`src/rtl/core/arac_ram.sv`:
```
// Generic single-write, single-read RAM with registered read data.
// No dependencies.
`default_nettype none

module arac_ram #(
  parameter int unsigned Width = 64,
  parameter int unsigned Depth = 4,
  localparam int unsigned AddrW = (Depth > 1) ? $clog2(Depth) : 1
) (
  input  wire logic             clk_i,
  input  wire logic             we_i,
  input  wire logic [AddrW-1:0] waddr_i,
  input  wire logic [Width-1:0] wdata_i,
  input  wire logic             re_i,
  input  wire logic [AddrW-1:0] raddr_i,
  output logic      [Width-1:0] rdata_o
);

  logic [Width-1:0] mem_q [Depth];
  logic [Width-1:0] rdata_q;

  always_ff @(posedge clk_i) begin
    if (we_i) begin
      mem_q[waddr_i] <= wdata_i;
    end
    if (re_i) begin
      rdata_q <= mem_q[raddr_i];
    end
  end

  assign rdata_o = rdata_q;

endmodule

`default_nettype wire

```
`config.mk`:
```
export PLATFORM = sky130hd
export DESIGN_NAME = arac_ram
export DESIGN_NICKNAME = d
export VERILOG_FILES = /design/src/rtl/core/arac_ram.sv
export SDC_FILE = /design/constraint.sdc
export NUM_CORES = 1
export LEC_CHECK = 0
export BUFFER_PORTS_ARGS = -buffer_cell sky130_fd_sc_hd__clkbuf_2
export CORE_MARGIN = 10
export CORE_UTILIZATION = 54
export CTS_BUF_LIST = sky130_fd_sc_hd__clkbuf_4
export DETAILED_ROUTE_END_ITERATION = 6
export PLACE_DENSITY = 0.77
export SYNTH_ARGS = -nofsm -noshare
export SYNTH_HDL_FRONTEND = slang
export SYNTH_SLANG_ARGS = --single-unit
```
`constraint.sdc`:
```
create_clock -name clk_i -period 5.75 [get_ports clk_i]
set_clock_uncertainty 0.15 [all_clocks]
set_input_delay 0.575 -clock clk_i [delete_from_list [all_inputs] [get_ports clk_i]]
set_output_delay 0.575 -clock clk_i [all_outputs]
set_load 0.005 [all_outputs]
```
After elaboration in Yosys (flattened, before gate mapping)
Memory sizes are Yosys's and may differ from the RTL's. A register that Yosys moved wholly into a read port is not among the register bits.
Cells that the tools add are included.
{"block": "totals", "reg_bits": 0, "latchBits": 0, "ram_bits": 256, "romBits": 0, "in_bits": 71, "out_inout_bits": 64, "word_cells": 3, "memories": 1}
{"block": "classes", "addsub": 0, "multipliers": 0, "n_div": 0, "order_cmp": 0, "eq_ne": 0, "shifts": 0, "mux": 2, "bitwise_logic": 0, "n_reduce_logical": 0}
{"memory": "mem_q", "depth": 4, "word_bits": 64, "rd": 1, "rd_clocked_by_memory_dff": 1, "write_ports": 1, "line_no": "19", "text": "logic [Width-1:0] mem_q [Depth];"}
{"cell": "$mux W1", "count": 2}

Depth between registers and ports, before layout
{"block": "depth", "depth_word": 2, "depth_mapped": 3, "mapped_depth_nobuf": 1}

Worst setup path before layout
OpenSTA, ideal clock, no wires.
{"block": "synth_path", "kind": "input to register", "startpoint": "input waddr_i[1]", "endpoint": "memory mem_q[0][0], enable pin", "setup_time_ns": 0.579, "t_arrival_ns": 5.277, "t_required_ns": 5.021, "path_slack_ns": -0.256, "path_stages": 1, "n_path_buf": 0, "path_cell_list": "nor3b_1"}
{"item": "start, declared", "line_no": "12", "text": "input wire logic [AddrW-1:0] waddr_i,"}
{"item": "end, declared", "line_no": "19"}
No word-level cell before the write port.

Worst setup path in the final report
{"block": "layout_path", "startpoint": "input raddr_i[0]", "endpoint": "register rdata_q[0] (netlist: rdata_o[0]) (read register of mem_q), data pin"}
{"item": "start, declared", "line_no": "15", "text": "input wire logic [AddrW-1:0] raddr_i,"}
{"item": "end, declared", "line_no": "20", "text": "logic [Width-1:0] rdata_q;"}
No word-level cell between the ends.

==> run_results.csv <==
group,metric,value,unit
synth,avgSynthCellArea,28.0,um2
critical_path,max_stage_delay,630,ps
layout,fillers,1294,
worst_hold_path,whs_path_depth,1,
synth,yosys_warnings,0,
routing,wl_met2,10300,um
floorplan,io-pin-count,135,
floorplan,die_h,164,um
synth,synth_area_leader_cell,"edfxtp_1",
critical_path,crit_path_end_kind,"register",
placement,placed_cells,794,
timing,fmax,448,MHz
clocking,cts_hold_buffers,64,
layout,syn_to_final_growth,21.9,%
critical_path,rr_startpoint,"mem_q[2][42]",
critical_path,cp_common_cell,"buf_4",
placement,routabilityCongestion,0.698,
critical_path,crit_fanout,38,
grt,antenna_found_initial,2,
critical_path,crit_required,5960,ps
routing,met1_length,8410,um
critical_path,r2r_slack,4440,ps
synth,netlist_top_cells_area,"edfxtp_1, mux4_2, buf_12, mux4_1, buf_2",
layout,stdcell_count,985,
layout,nNetsFinal,737,
routing,met3_length,1760,um
layout,layout_commonest_cell,"edfxtp_1",
clocking,clk_latency,640,ps
timing,final_hold_viol_count,0,
clocking,clock-sinks,320,
synth,synthAdderAreaFrac,0,
worst_hold_path,hp-class,"register to register",
timing,layout_min_cycle_time,2230,ps
floorplan,die_x,164,um
layout,final_cell_mix,"edfxtp_1, clkbuf_2, clkbuf_4",
pwr,leakage,4.82,nW
grt,overflow,0,
floorplan,rows,52,
worst_hold_path,min_to,"rdata_o[44]",
critical_path,reg2regPathDepth,1,
routing,drt_iter0_drc,363,
synth,synth_cells,402,
grt,grt_pass1_wl,32200,um
synth,synth-xor-area-share,0,
grt,grt_max_degree,65,
critical_path,worstSetupStartpoint,"raddr_i[0]",
routing,wl_per_cell,21.1,um
routing,top_layer,"met4",
synth,synth_mux_area_frac,0.129,
routing,viasPerCell,5.29,
placement,io_buffers,134,
synth,synth_top_area_frac,0.853,
timing,rsz0062_at_grt,"no",
synth,ys_seq_area_frac,0.853,
timing,drv_slew,0,
routing,via_count,5210,
critical_path,critical_path_class,"primary input to register",
clocking,path_clk_slew,60,ps
timing,layout_setup_ws,3520,ps
pwr,ir_drop,0.164,mV
worst_hold_path,min_from,"mem_q[3][44]",
critical_path,cp-start-kind,"primary input",
clocking,cts_tree,"yes",
placement,dpl_worst_slack,2780,ps
synth,ys_ff_latch,320,
clocking,clockBufferDepth,3,
flow_run,maxCapViolCount,0,
critical_path,crit_slowest_cell,"mux4_1",
timing,tightest_slew,1190,ps
synth,synth.cell_area,11300,um2
placement,hpwl,11200,um
floorplan,start_util,0.553,
clocking,cts-resized-gates,0,
timing,final.period_utilization,0.388,
pwr,powerDensity,346,nW/um2
synth,synth-simple-area-share,0.00278,
synth,synth_compound_area_frac,0,
synth,synth_top_family_by_area,"multiplexers",
critical_path,crit_chain,"buf_4 > buf_4 > mux4_1",
floorplan,core-area,20400,um2
routing,first_pass_iters,4,
timing,setup_tns,0,ps
routing,drc,0,
layout,drive_gt1_frac,0.450,
routing,finalWirelength,20800,um
synth,yosysUniqueCellTypes,10,
clocking,cts_setup_buffers,0,
timing,relSlewSlack,0.210,
floorplan,die_area,27000,um2
grt,first_global_vias,5877,
routing,antenna_left,0,
critical_path,cp_data_arrival_time,2440,ps
clocking,cts_made_buffers,76,
critical_path,reg2reg_to,"rdata_o[42]",
timing,setup_viol,0,
synth,synth_fp_nets,473,
clocking,cts-root-buf,"clkbuf_4",
grt,track_usage,0.157,
outcome,outcome,"complete, no violations",
clocking,cts.htree.levels,3,
## stage by stage
step	hold WS (ps)	utilization	total power, W	cell area (um2)
final	454	0.674	0.00476	13700
after detailed placement	468	0.597	0.00303	12200
after global placement	449	0.597	0.00301	12200
after floorplan	443	-	0.00291	11300
after global routing	454	0.674	0.00499	13700
after CTS	448	0.674	0.00482	13700
## cell usage after synthesis
| cell type | number |
|---|---|
| and3b_1 | 2 |
| nor3b_1 | 1 |
| buf_6 | 1 |
| edfxtp_1 | 320 |
| clkbuf_2 | 1 |
| buf_12 | 6 |
| mux4_2 | 60 |
| and3_1 | 1 |
| buf_2 | 6 |
| mux4_1 | 4 |
## power breakdown
part           leakage [nW]  total (W)  switching [W]  internal, W
Combinational          1.28   0.000264       0.000129     0.000135
Clock                 0.567    0.00174       0.000789     0.000955
Sequential             2.98    0.00275      0.0000346      0.00271
## registers in the layout, summed over array words and instances, names as in the netlist
name	flops
mem_q	256
rdata_o	64
## worst max path at each step
stage               slack (ps)           to
global placement          2830   rdata_o[2]
global route              3360   rdata_o[0]
floorplan                 2040  mem_q[0][0]
finish                    3520   rdata_o[0]
detailed placement        2780   rdata_o[2]
CTS                       3490   rdata_o[0]
## cells by family (layout without fill, tap and decap cells)
logic type	count (synthesis)	in the layout
buffers and inverters	14	325
DFF	320	320
muxes	64	64
other	0	2
and+or+nand+nor	4	4
## area by class of cell
cell class                      count  area, um2  share of cell area
Multi-Input combinational cell     68       1510               0.110
Timing Repair Buffer              200       1330              0.0971
Antenna cell                        2       5.00            0.000364
Clock inverter                      9       65.1             0.00474
Sequential cell                   320       9610               0.700
Tap cell                          270        338              0.0246
Clock buffer                      116        871              0.0634
## routing by layer
| metal | vias to the layer above | track usage |
|---|---|---|
| met5 | - | 0 |
| met4 | 0 | 0.0507 |
| met3 | 25 | 0.0575 |
| met2 | 219 | 0.253 |
| met1 | 2652 | 0.197 |
| li1 | 2314 | - |
## worst max-delay path, delay by kind of cell
family	cells	cell delay (ps)
muxes	1	630
buffers and inverters	2	1200
No activity file was read; power rests on OpenSTA's default activity.
